==> config.mk <==
export PLATFORM = sky130hd
export DESIGN_NAME = spi_master_byte_engine_core
export DESIGN_NICKNAME = d
export VERILOG_FILES = /design/src/design/smbe_pkg.sv /design/src/design/spi_master_byte_engine_core.sv
export VERILOG_INCLUDE_DIRS = /design/src /design/src/design
export SDC_FILE = /design/constraint.sdc
export NUM_CORES = 1
export LEC_CHECK = 0
export ABC_AREA = 0
export BUFFER_PORTS_ARGS = -buffer_cell sky130_fd_sc_hd__buf_2
export CAP_MARGIN = 5
export CORE_ASPECT_RATIO = 1.2
export CORE_MARGIN = 5
export CORE_UTILIZATION = 54
export CTS_CLUSTER_DIAMETER = 200
export DETAILED_ROUTE_END_ITERATION = 7
export PLACE_DENSITY = 0.75
export SETUP_SLACK_MARGIN = 0.4
export SLEW_MARGIN = 20
export SYNTH_ARGS = -nofsm -noshare
export SYNTH_HDL_FRONTEND = slang
export SYNTH_SLANG_ARGS = --single-unit
==> constraint.sdc <==
create_clock -name clk -period 2.56 [get_ports clk]
set_input_delay 0.128 -clock clk [delete_from_list [all_inputs] [get_ports clk]]
set_output_delay 0.128 -clock clk [all_outputs]
set_load 0.01 [all_outputs]
==> src/design/assert_macros.svh <==
// ----------------------------------------------------------------------------
// assert_macros.svh
// Assertion macros shared by the RTL; every check is clocked on clk and
// disabled while rst_n is low.
// ----------------------------------------------------------------------------
`ifndef ASSERT_MACROS_SVH
`define ASSERT_MACROS_SVH

// Check an implication or expression on every clock edge out of reset.
`define ASSERT_CLKD(label, prop, msg) \
  label: assert property (@(posedge clk) disable iff (!rst_n) prop) \
    else $error(msg);

// Check that a condition forbids another one on the same edge.
`define ASSERT_NEVER_BOTH(label, a, b, msg) \
  label: assert property (@(posedge clk) disable iff (!rst_n) !((a) && (b))) \
    else $error(msg);

`endif

==> src/design/smbe_pkg.sv <==
// ----------------------------------------------------------------------------
// smbe_pkg
// Types and constants of the SPI master byte engine.
// ----------------------------------------------------------------------------
package smbe_pkg;

  localparam int unsigned DELAY_W  = 10;
  localparam int unsigned CFG_IDX_W = 2;

  // Request codes
  localparam logic [2:0] CMD_TICK  = 3'd0;
  localparam logic [2:0] CMD_OPEN  = 3'd1;
  localparam logic [2:0] CMD_WRITE = 3'd2;
  localparam logic [2:0] CMD_READ  = 3'd3;
  localparam logic [2:0] CMD_CLOSE = 3'd4;

  // Device codes
  localparam logic [1:0] DEV_NONE    = 2'd0;
  localparam logic [1:0] DEV_FIRST   = 2'd1;
  localparam logic [1:0] DEV_SECOND  = 2'd2;
  localparam logic [1:0] DEV_INVALID = 2'd3;

  // Configuration register indexes
  localparam logic [CFG_IDX_W-1:0] CFG_FAST_DELAY = 2'd0;
  localparam logic [CFG_IDX_W-1:0] CFG_SLOW_DELAY = 2'd1;

  localparam logic [DELAY_W-1:0] FAST_DELAY_RST = 10'd100;
  localparam logic [DELAY_W-1:0] SLOW_DELAY_RST = 10'd400;

  localparam logic [3:0] BITS_PER_BYTE = 4'd8;

  typedef enum logic [2:0] {
    PH_IDLE  = 3'd0,
    PH_OPEN  = 3'd1,
    PH_WRITE = 3'd2,
    PH_READ  = 3'd3,
    PH_CLOSE = 3'd4
  } phase_t;

  typedef struct packed {
    logic mosi;
    logic sck;
    logic cs_second_n;
    logic cs_first_n;
  } pins_t;

  localparam pins_t PINS_RST = '{mosi: 1'b1, sck: 1'b1, cs_second_n: 1'b1,
                                 cs_first_n: 1'b1};

endpackage

==> src/design/spi_master_byte_engine_core.sv <==
// ----------------------------------------------------------------------------
// spi_master_byte_engine_core
// Path: an accepted item passes the input register, then the result
//   register, before its result can be taken.
// Throughput: one item per cycle while the result channel is not stalled.
// Reset: synchronous, active low; pins idle high, phase idle, delays 100/400.
// ----------------------------------------------------------------------------
// SPI master, mode 3 style, MSB first, two active-low chip selects.
// Each transfer on the in channel is a request (open, write byte, read byte,
// close) or a tick of the bit timer carrying the sampled MISO level. Every
// item yields exactly one result transfer holding the pin levels after it.
// Requests while a sequence runs are dropped and flagged as rejected.
// ----------------------------------------------------------------------------
module spi_master_byte_engine_core
  import smbe_pkg::*;
(
  input  logic                 clk,
  input  logic                 rst_n,
  // configuration write channel
  input  logic                 cfg_valid,
  output logic                 cfg_ready,
  input  logic [CFG_IDX_W-1:0] cfg_index,
  input  logic [DELAY_W-1:0]   cfg_wdata,
  // input channel
  input  logic                 in_valid,
  output logic                 in_ready,
  input  logic [2:0]           in_command,
  input  logic [1:0]           in_chip_select,
  input  logic                 in_use_slow_clock,
  input  logic [7:0]           in_tx_byte,
  input  logic                 in_miso,
  // result channel
  output logic                 out_valid,
  input  logic                 out_ready,
  output logic                 out_cs_first_n,
  output logic                 out_cs_second_n,
  output logic                 out_sck,
  output logic                 out_mosi,
  output logic [7:0]           out_rx_byte,
  output logic                 out_rx_valid,
  output logic                 out_busy_res,
  output logic                 out_rejected
);

`include "assert_macros.svh"

  // --------------------------------------------------------------------------
  // Configuration registers: always ready, unknown indexes are dropped.
  // --------------------------------------------------------------------------
  logic [DELAY_W-1:0] fast_delay_r;
  logic [DELAY_W-1:0] slow_delay_r;

  assign cfg_ready = 1'b1;

  always_ff @(posedge clk) begin
    if (!rst_n) begin
      fast_delay_r <= FAST_DELAY_RST;
      slow_delay_r <= SLOW_DELAY_RST;
    end else if (cfg_valid && cfg_ready) begin
      if (cfg_index == CFG_FAST_DELAY) begin
        fast_delay_r <= cfg_wdata;
      end else if (cfg_index == CFG_SLOW_DELAY) begin
        slow_delay_r <= cfg_wdata;
      end
    end
  end

  // --------------------------------------------------------------------------
  // Pipeline control. Both stages advance together whenever the result
  // register is free or being drained, so a new transfer is taken every
  // cycle as long as the consumer keeps up.
  // --------------------------------------------------------------------------
  logic in_vld_r;
  logic out_vld_r;
  logic advance;
  logic step;

  assign advance  = !out_vld_r || out_ready;
  assign in_ready = !in_vld_r || advance;
  assign step     = in_vld_r && advance;

  // Input register: hold the accepted item until the engine consumes it.
  logic [2:0] cmd_r;
  logic [1:0] chip_select_r;
  logic       use_slow_r;
  logic [7:0] tx_byte_r;
  logic       miso_r;

  always_ff @(posedge clk) begin
    if (!rst_n) begin
      in_vld_r <= 1'b0;
    end else if (in_ready) begin
      in_vld_r <= in_valid;
    end
  end

  always_ff @(posedge clk) begin
    if (in_valid && in_ready) begin
      cmd_r         <= in_command;
      chip_select_r <= in_chip_select;
      use_slow_r    <= in_use_slow_clock;
      tx_byte_r     <= in_tx_byte;
      miso_r        <= in_miso;
    end
  end

  // --------------------------------------------------------------------------
  // Engine state
  // --------------------------------------------------------------------------
  phase_t             phase_r,         phase_nxt;
  logic [1:0]         sub_step_r,      sub_step_nxt;
  logic [3:0]         bits_left_r,     bits_left_nxt;
  logic [DELAY_W-1:0] wait_count_r,    wait_count_nxt;
  logic [DELAY_W-1:0] latched_delay_r, latched_delay_nxt;
  logic [7:0]         tx_shift_r,      tx_shift_nxt;
  logic [7:0]         rx_shift_r,      rx_shift_nxt;
  logic [1:0]         active_dev_r,    active_dev_nxt;
  pins_t              pins_r,          pins_nxt;
  logic [7:0]         rx_last_r,       rx_last_nxt;
  logic               rx_done;
  logic               rejected;

  always_ff @(posedge clk) begin
    if (!rst_n) begin
      phase_r         <= PH_IDLE;
      sub_step_r      <= 2'd0;
      bits_left_r     <= 4'd0;
      wait_count_r    <= '0;
      latched_delay_r <= FAST_DELAY_RST;
      tx_shift_r      <= 8'd0;
      rx_shift_r      <= 8'd0;
      active_dev_r    <= DEV_NONE;
      pins_r          <= PINS_RST;
      rx_last_r       <= 8'd0;
    end else if (step) begin
      phase_r         <= phase_nxt;
      sub_step_r      <= sub_step_nxt;
      bits_left_r     <= bits_left_nxt;
      wait_count_r    <= wait_count_nxt;
      latched_delay_r <= latched_delay_nxt;
      tx_shift_r      <= tx_shift_nxt;
      rx_shift_r      <= rx_shift_nxt;
      active_dev_r    <= active_dev_nxt;
      pins_r          <= pins_nxt;
      rx_last_r       <= rx_last_nxt;
    end
  end

  // --------------------------------------------------------------------------
  // Next state for the item in the input register.
  // A request in idle starts a sequence; a tick in a running sequence counts
  // the wait down and, when it reaches zero, performs the next pin action
  // and, unless the sequence ends there, reloads the wait.
  // --------------------------------------------------------------------------
  logic [DELAY_W-1:0] wait_dec;
  logic [3:0]         bits_dec;
  logic [7:0]         rx_merged;
  logic [1:0]         open_dev;
  logic [DELAY_W-1:0] open_delay;

  assign wait_dec   = (wait_count_r != '0) ? wait_count_r - 1'b1 : '0;
  assign bits_dec   = bits_left_r - 4'd1;
  assign rx_merged  = rx_shift_r | {7'd0, miso_r};
  assign open_dev   = (chip_select_r == DEV_INVALID) ? DEV_NONE : chip_select_r;
  assign open_delay = use_slow_r ? slow_delay_r : fast_delay_r;

  always_comb begin
    phase_nxt         = phase_r;
    sub_step_nxt      = sub_step_r;
    bits_left_nxt     = bits_left_r;
    wait_count_nxt    = wait_count_r;
    latched_delay_nxt = latched_delay_r;
    tx_shift_nxt      = tx_shift_r;
    rx_shift_nxt      = rx_shift_r;
    active_dev_nxt    = active_dev_r;
    pins_nxt          = pins_r;
    rx_last_nxt       = rx_last_r;
    rx_done           = 1'b0;
    rejected          = 1'b0;

    if (cmd_r inside {[CMD_OPEN:CMD_CLOSE]}) begin
      if (phase_r != PH_IDLE) begin
        rejected = 1'b1;
      end else begin
        case (cmd_r)
          CMD_OPEN: begin
            // latch the delay and select the device; SCK drops one wait later
            active_dev_nxt    = open_dev;
            latched_delay_nxt = open_delay;
            if (open_dev == DEV_FIRST) begin
              pins_nxt.cs_first_n = 1'b0;
            end else if (open_dev == DEV_SECOND) begin
              pins_nxt.cs_second_n = 1'b0;
            end
            phase_nxt      = PH_OPEN;
            sub_step_nxt   = 2'd0;
            wait_count_nxt = open_delay;
          end
          CMD_WRITE: begin
            tx_shift_nxt   = tx_byte_r;
            bits_left_nxt  = BITS_PER_BYTE;
            pins_nxt.sck   = 1'b0;
            phase_nxt      = PH_WRITE;
            sub_step_nxt   = 2'd1;
            wait_count_nxt = latched_delay_r;
          end
          CMD_READ: begin
            rx_shift_nxt   = 8'd0;
            bits_left_nxt  = BITS_PER_BYTE;
            pins_nxt.sck   = 1'b0;
            phase_nxt      = PH_READ;
            sub_step_nxt   = 2'd1;
            wait_count_nxt = latched_delay_r;
          end
          default: begin
            // close opens with a wait
            phase_nxt      = PH_CLOSE;
            sub_step_nxt   = 2'd0;
            wait_count_nxt = latched_delay_r;
          end
        endcase
      end
    end else if (cmd_r == CMD_TICK && phase_r != PH_IDLE) begin
      wait_count_nxt = wait_dec;
      if (wait_dec == '0) begin
        case (phase_r)
          PH_OPEN: begin
            if (sub_step_r == 2'd0) begin
              pins_nxt.sck   = 1'b0;
              sub_step_nxt   = 2'd1;
              wait_count_nxt = latched_delay_r;
            end else begin
              phase_nxt    = PH_IDLE;
              sub_step_nxt = 2'd0;
            end
          end
          PH_WRITE: begin
            if (sub_step_r == 2'd1) begin
              // change MOSI while SCK is low
              pins_nxt.mosi  = tx_shift_r[7];
              sub_step_nxt   = 2'd2;
              wait_count_nxt = latched_delay_r;
            end else if (sub_step_r == 2'd2) begin
              pins_nxt.sck   = 1'b1;
              sub_step_nxt   = 2'd3;
              wait_count_nxt = latched_delay_r;
            end else begin
              tx_shift_nxt  = {tx_shift_r[6:0], 1'b0};
              bits_left_nxt = bits_dec;
              if (bits_dec == 4'd0) begin
                phase_nxt    = PH_IDLE;
                sub_step_nxt = 2'd0;
              end else begin
                pins_nxt.sck   = 1'b0;
                sub_step_nxt   = 2'd1;
                wait_count_nxt = latched_delay_r;
              end
            end
          end
          PH_READ: begin
            if (sub_step_r == 2'd1) begin
              pins_nxt.sck   = 1'b1;
              sub_step_nxt   = 2'd2;
              wait_count_nxt = latched_delay_r;
            end else begin
              // sample MISO one wait after the rising edge
              bits_left_nxt = bits_dec;
              if (bits_dec == 4'd0) begin
                rx_shift_nxt = rx_merged;
                rx_last_nxt  = rx_merged;
                rx_done      = 1'b1;
                phase_nxt    = PH_IDLE;
                sub_step_nxt = 2'd0;
              end else begin
                pins_nxt.sck   = 1'b0;
                rx_shift_nxt   = {rx_merged[6:0], 1'b0};
                sub_step_nxt   = 2'd1;
                wait_count_nxt = latched_delay_r;
              end
            end
          end
          PH_CLOSE: begin
            if (sub_step_r == 2'd0) begin
              pins_nxt.sck   = 1'b0;
              sub_step_nxt   = 2'd1;
              wait_count_nxt = latched_delay_r;
            end else if (sub_step_r == 2'd1) begin
              pins_nxt.mosi  = 1'b1;
              sub_step_nxt   = 2'd2;
              wait_count_nxt = latched_delay_r;
            end else begin
              // release the select of the device taken at open
              if (active_dev_r == DEV_FIRST) begin
                pins_nxt.cs_first_n = 1'b1;
              end else if (active_dev_r == DEV_SECOND) begin
                pins_nxt.cs_second_n = 1'b1;
              end
              phase_nxt    = PH_IDLE;
              sub_step_nxt = 2'd0;
            end
          end
          default: begin
            phase_nxt    = PH_IDLE;
            sub_step_nxt = 2'd0;
          end
        endcase
      end
    end
  end

  // --------------------------------------------------------------------------
  // Result register: hold the result until the consumer takes the transfer.
  // --------------------------------------------------------------------------
  pins_t      res_pins_r;
  logic [7:0] res_rx_byte_r;
  logic       res_rx_valid_r;
  logic       res_busy_r;
  logic       res_rejected_r;

  always_ff @(posedge clk) begin
    if (!rst_n) begin
      out_vld_r <= 1'b0;
    end else if (advance) begin
      out_vld_r <= in_vld_r;
    end
  end

  always_ff @(posedge clk) begin
    if (step) begin
      res_pins_r     <= pins_nxt;
      res_rx_byte_r  <= rx_last_nxt;
      res_rx_valid_r <= rx_done;
      res_busy_r     <= (phase_nxt != PH_IDLE);
      res_rejected_r <= rejected;
    end
  end

  assign out_valid       = out_vld_r;
  assign out_cs_first_n  = res_pins_r.cs_first_n;
  assign out_cs_second_n = res_pins_r.cs_second_n;
  assign out_sck         = res_pins_r.sck;
  assign out_mosi        = res_pins_r.mosi;
  assign out_rx_byte     = res_rx_byte_r;
  assign out_rx_valid    = res_rx_valid_r;
  assign out_busy_res    = res_busy_r;
  assign out_rejected    = res_rejected_r;

  // --------------------------------------------------------------------------
  // Assertions
  // --------------------------------------------------------------------------
  `ASSERT_CLKD(a_idle_no_wait, (phase_r == PH_IDLE) |-> (wait_count_r == '0),
    "wait counter left running in idle")
  `ASSERT_CLKD(a_shift_bits_left,
    (phase_r == PH_WRITE || phase_r == PH_READ) |-> (bits_left_r != 4'd0),
    "byte phase running with no bits left")
  `ASSERT_NEVER_BOTH(a_done_not_rejected, out_vld_r && res_rx_valid_r, res_rejected_r,
    "read completion and rejection on the same result")
  `ASSERT_CLKD(a_done_goes_idle, (out_vld_r && res_rx_valid_r) |-> !res_busy_r,
    "read completed but sequence still busy")

endmodule
* After elaboration in Yosys (flattened, before gate mapping)
Index checks and enable logic that the tools add are counted.
Operators by class: $add $sub $neg 2, $lt $le $gt $ge 2, equality and inequality tests 24, mux-type cells 101, bitwise gates (word level) 6, reduce and logical (&&, ||, !) cells 33
Operators by type and width (number):
- $mux 8 | 22
- $mux 10 | 14
- $mux 4 | 10
- $pmux 10 s4 | 1
- $mux 3 | 13
- $mux 2 | 14
- $mux 1 | 21
- $eq 3x2->1 const B | 4
- $pmux 3 s4 | 1
- $logic_not 10->1 | 1
- $reduce_bool 10->1 | 1
- $sub 10x1->10 const B | 1
- $ne 3x3->1 const B | 3
- $pmux 3 s3 | 1
- $reduce_and 3->1 | 3
- $reduce_and 9->1 | 1
- $reduce_bool 3->1 | 3
- $eq 2x1->1 const B | 4
- $eq 2x2->1 const B | 4
- $ne 2x2->1 const B | 4
- $or 8x1->8 | 1
- $pmux 2 s4 | 1
- $pmux 4 s2 | 1
- $reduce_and 4->1 | 2
- 21 further kinds | 37
Word-level totals: bits in registers 111, input bits 32, output and inout port bits 18, word-level logic and storage cells 198

* Longest topological paths before layout
word-level depth 10, mapped depth 9, depth with buffers taken out 8

* Worst setup path before layout
No wires, ideal clock.
path kind reg-to-reg, start reg bits_left_r[0], end reg res_rx_byte_r[0], in the netlist out_rx_byte[0] (data pin), setup time 0.260 ns, data arrival time 2.429 ns, required time 2.300 ns, setup slack -0.129 ns, stages on the path, launching flop included 9, path buffers 0, period minus slack after synthesis 2.689 ns, cell sequence dfxtp_1 -> inv_1 -> ha_1 -> or2_1 -> o21a_1 -> o21ai_1 -> nand2_1 -> nor3_4 -> mux2_4
On the way: cells in the longest elaborated chain, start to end 8
Ends and longest elaborated chain:
- from (decl) | line spi_master_byte_engine_core.sv:112 | logic [3:0] bits_left_r, bits_left_nxt;
- from (signal assigned) | line spi_master_byte_engine_core.sv:138 | bits_left_r <= bits_left_nxt;
- $sub 4x1->4 | line spi_master_byte_engine_core.sv:162 | assign bits_dec = bits_left_r - 4'd1;
- $logic_not 4->1 | line spi_master_byte_engine_core.sv:268 | if (bits_dec == 4'd0) begin
- $mux 8 | line spi_master_byte_engine_core.sv:268
- $mux 8 | line spi_master_byte_engine_core.sv:261 | if (sub_step_r == 2'd1) begin
- $mux 8 | line spi_master_byte_engine_core.sv:226 | case (phase_r)
- $mux 8 | line spi_master_byte_engine_core.sv:225 | if (wait_dec == '0) begin
- $mux 8 | line spi_master_byte_engine_core.sv:223 | end else if (cmd_r == CMD_TICK && phase_r != PH_IDLE) begin
- $mux 8 | line spi_master_byte_engine_core.sv:181 | if (cmd_r inside {[CMD_OPEN:CMD_CLOSE]}) begin
- named net rx_last_nxt[0] | line spi_master_byte_engine_core.sv:119 | logic [7:0] rx_last_r, rx_last_nxt;
- to (signal assigned) | line spi_master_byte_engine_core.sv:331 | res_rx_byte_r <= rx_last_nxt;
- to (decl) | line spi_master_byte_engine_core.sv:315 | logic [7:0] res_rx_byte_r;
The timed path passes the listed nets, and every way through them passes these cells. A chain may end at the register's enable or synchronous reset.

* Worst setup path in the final report
start reg wait_count_r[2], end reg res_rx_byte_r[6], in the netlist out_rx_byte[6] (data pin)
On the way: cells in the longest elaborated chain, start to end 6, elaborated cells on any way between the ends 7, classes of those cells add/sub (1); mux (4); reduce/logical (2)
Ends and longest elaborated chain:
- from (decl) | line spi_master_byte_engine_core.sv:113 | logic [DELAY_W-1:0] wait_count_r, wait_count_nxt;
- from (signal assigned) | line spi_master_byte_engine_core.sv:139 | wait_count_r <= wait_count_nxt;
- $sub 10x1->10 or $reduce_bool 10->1 (tied branches) | line spi_master_byte_engine_core.sv:161 | assign wait_dec = (wait_count_r != '0) ? wait_count_r - 1'b1 : '0;
- $mux 10 (*) | line spi_master_byte_engine_core.sv:161
- $logic_not 10->1 (*) | line spi_master_byte_engine_core.sv:225
- $mux 8 (*) | line spi_master_byte_engine_core.sv:225
- $mux 8 (*) | line spi_master_byte_engine_core.sv:223
- $mux 8 (*) | line spi_master_byte_engine_core.sv:181
- named net rx_last_nxt[6] | line spi_master_byte_engine_core.sv:119
Mark *: on every way through the listed nets, which the timed path passes. The rest lies on a longest branch.

==> out/metrics.csv <==
stage,metric,value,unit
routing,total vias in the final route,5341,
final_layout,fin area,0.00736,sq mm
grt,pin count of the biggest net entering global routing,47,
placed_design,pre-CTS setup slack,131,ps
final_layout,area of the multi-input gates,0.00333,sq mm
final_layout,FF+latch area,0.00254,sq mm
die,Die Width,104,um
worst_setup_path,Setup crit start,wait_count_r[2]$_SDFFE_PN0P_,
worst_setup_path,critical path capture point,out_rx_byte[6]$_DFFE_PP_,
power,PD cells,576,mW/mm^2
yosys,syn_area_per_cell,9.01,sq um
final_layout,fillers,813,
sta,Setup-failing EPs final,0,
worst_setup_path,Setup crit start kind,register,
sta,Slew HR,55.3,%
sta,min Tclk post-route,2350,ps
placed_design,gpl congestion,0.988,
cts,Worst-Skew Late Latency,360,ps
die,die area,0.0128,sq mm
worst_setup_path,CP Data Arrival Time,2460,ps
final_layout,layout cells sized above 1,29.2,%
power,P_leak,2.70,nW
worst_setup_path,R2R Path Start,wait_count_r[2]$_SDFFE_PN0P_,
yosys,Post-Synthesis Cells,636,
sta,Tightest Pin Transition,666,ps
yosys,post-synth top area cell,dfxtp_1,
die,initial core utilization,54.8,%
grt,Global Route Usage Sum,25.1,%
yosys,top-area cell type share of the netlist area,28.3,%
min_path,type of the most critical hold path,in2reg,
sta,Fmax,0.426,GHz
sta,hold slack,3.59,ps
routing,final WL,16100,um
worst_setup_path,critical path class,reg2reg,
sta,post-route setup TNS,0,ps
routing,drt initial violations,509,
cts,CTS tree,yes,
placed_design,port buffer count,48,
worst_setup_path,Worst R2R Setup Slack,210,ps
status,status,finished clean,
die,core area,0.0105,sq mm
routing,DR WL/cell,18.5,um
yosys,syn nets,675,
cts,Root Buffer,clkbuf_16,
die,Die Ht,123,um
power,peak supply drop,0.404,mV
cts,CTS sink cnt,111,
run,max-cap viol count,0,
yosys,Yosys reg bits,111,
sta,RSZ-0062 raised after global routing,yes,
yosys,warnings from Yosys,0,
worst_setup_path,CP required,2670,ps
grt,initial antenna violation count,0,
yosys,most common cell in the netlist,nand2_1,
sta,Final Max Slew Viols,0,
worst_setup_path,worst-path fanout max,8,
worst_setup_path,reg2reg path depth,8,
yosys,top post-synthesis cells by count,"88 x nand2_1, 81 x dfxtp_1, 56 x a21oi_1",
sta,Tcrit/Tclk final,91.8,%
routing,mean number of vias per cell,6.13,
placed_design,area post-placement,0.00629,sq mm
yosys,"top cells by area, synth","dfxtp_1 28%, edfxtp_1 16%, nand2_1 5.8%",
grt,first-pass GRT wire length,26300,um
worst_setup_path,R2R Path End,out_rx_byte[6]$_DFFE_PP_,
placed_design,Final HPWL DP,10800,um
die,Top-Level Pins,50,
cts,clock buffer depth,2,
yosys,"Async S/R FF share, synth",0,%
cts,"Reg clk slew, reported paths",80,ps
final_layout,Area Overhead vs Synth,28.4,%
die,number of core rows,41,
worst_setup_path,Worst Setup End Kind,register,
routing,Residual DRC,0,
grt,total congestion overflow,0,
yosys,register area share after synthesis,44.0,%
yosys,Syn Std Cell Area,0.00573,sq mm
sta,clk_skew,10.1,ps
yosys,ys flop type,dfxtp_1,
cts,H-Tree Depth,3,
grt,vias in the first global route,5351,
final_layout,Ant. Diodes,0,
cts,CTS Buf Count,9,
sta,"Worst Setup Slack, final",210,ps
yosys,Post-synth EDFFs,30,
yosys,count of different cell masters after synthesis,79,
routing,Pre-Repair DR Iteration Count,7,
routing,Final ANT Viol Nets,0,
final_layout,Final #Nets,777,
sta,final hold viol count,0,
final_layout,Layout Utilization,70.3,%
[area by class of cell]
cell class | count | area share (%)
clock buffer | 9 | 3.06
timing repair buffer | 128 | 13.1
multi-input combinational | 475 | 45.2
tap | 129 | 2.19
clock inverter | 7 | 0.969
timing repair inverter | 1 | 0.102
sequential | 111 | 34.6
inverter | 12 | 0.782
[state kept, by name, indices dropped and copies added, names as in the netlist, 3 cells and up]
signal           flops
bits_left_r          4
cmd_r                3
fast_delay_r        10
latched_delay_r     10
out_rx_byte          8
phase_r              3
pins_r               4
rx_last_r            8
rx_shift_r           8
slow_delay_r        10
tx_byte_r            8
tx_shift_r           8
wait_count_r        10
[per-layer routing]
metal / vias to the layer above / GRT usage [%] / wire (um)
li1: 2552 / - / -
met1: 2550 / 28.8 / 6430
met2: 200 / 46.0 / 8270
met3: 39 / 4.89 / 956
met4: 0 / 10.0 / 432
met5: - / 0 / 0
[kinds of logic (layout without fill, tap and decap cells)]
kind of cell	Yosys count	after routing	synth area share, %
fa+ha+maj	7	7	1.53
buf+inv	50	157	4.06
xor+xnor	10	10	1.53
simple gates	256	256	22.5
flops	111	111	44.0
compound gates	170	170	20.2
mux	31	31	6.16
other cells	1	1	0.0654
[metrics by stage]
step                cells  power [mW]
floorplan             636        2.43
detailed placement    810        2.65
global route          872        4.38
global placement      810        2.64
finish                872        4.24
CTS                   865        4.17
[worst min path at each step]
stage	startpoint	end	slack, ps	depth (start not counted)
after floorplan	in_chip_select[0]	chip_select_r[0]$_DFFE_PP_	230	0
after global placement	in_tx_byte[2]	tx_byte_r[2]$_DFFE_PP_	300	1
after detailed placement	in_use_slow_clock	use_slow_r$_DFFE_PP_	310	1
after CTS	cfg_wdata[6]	fast_delay_r[6]$_SDFFE_PN1P_	3	3
after global routing	cfg_wdata[6]	fast_delay_r[6]$_SDFFE_PN1P_	20	3
final	cfg_wdata[8]	slow_delay_r[8]$_SDFFE_PN1P_	4	3
[report_power, final]
group / internal [mW] / switching, mW / leakage [nW]
clock network: 0.691 / 0.715 / 0.146
registers: 1.86 / 0.0561 / 0.938
logic: 0.395 / 0.520 / 1.62
[timing repair]
action | in CTS | in global routing
setup buffers | 19 | 7
hold endpoints to repair | 19 | 0
resized for setup | 58 | 22
endpoints found under the setup margin | 54 | 63
hold buffers | 19 | 0
gates cloned | 1 | 0
pin swaps | 28 | 21
[cells in the final DEF (no fill, tap or decap), types with 7 or more instances in the layout]
| cell | instances |
|---|---|
| buf_4 | 50 |
| nand3_1 | 36 |
| nand2b_1 | 7 |
| buf_6 | 7 |
| edfxtp_1 | 30 |
| nor2_1 | 53 |
| mux2i_1 | 21 |
| o2bb2ai_1 | 9 |
| buf_2 | 48 |
| o21ai_0 | 21 |
| mux2_4 | 8 |
| o211ai_1 | 10 |
| dlygate4sd3_1 | 19 |
| clkbuf_16 | 9 |
| a21oi_1 | 52 |
| dfxtp_1 | 74 |
| nand2_1 | 85 |
| a22oi_2 | 8 |
| nor3_1 | 16 |
| inv_1 | 8 |
| o221ai_2 | 9 |
[worst max-delay path, stage by stage, from the launching register on]
cell and delay (ps):
dfxtp_4 360, buf_12 130, o31a_1 340, nor4_4 360
o21ba_4 220, o21ai_4 70, nor3_4 150, buf_12 160
mux2_4 300
Power figures use the tool's default switching activity.
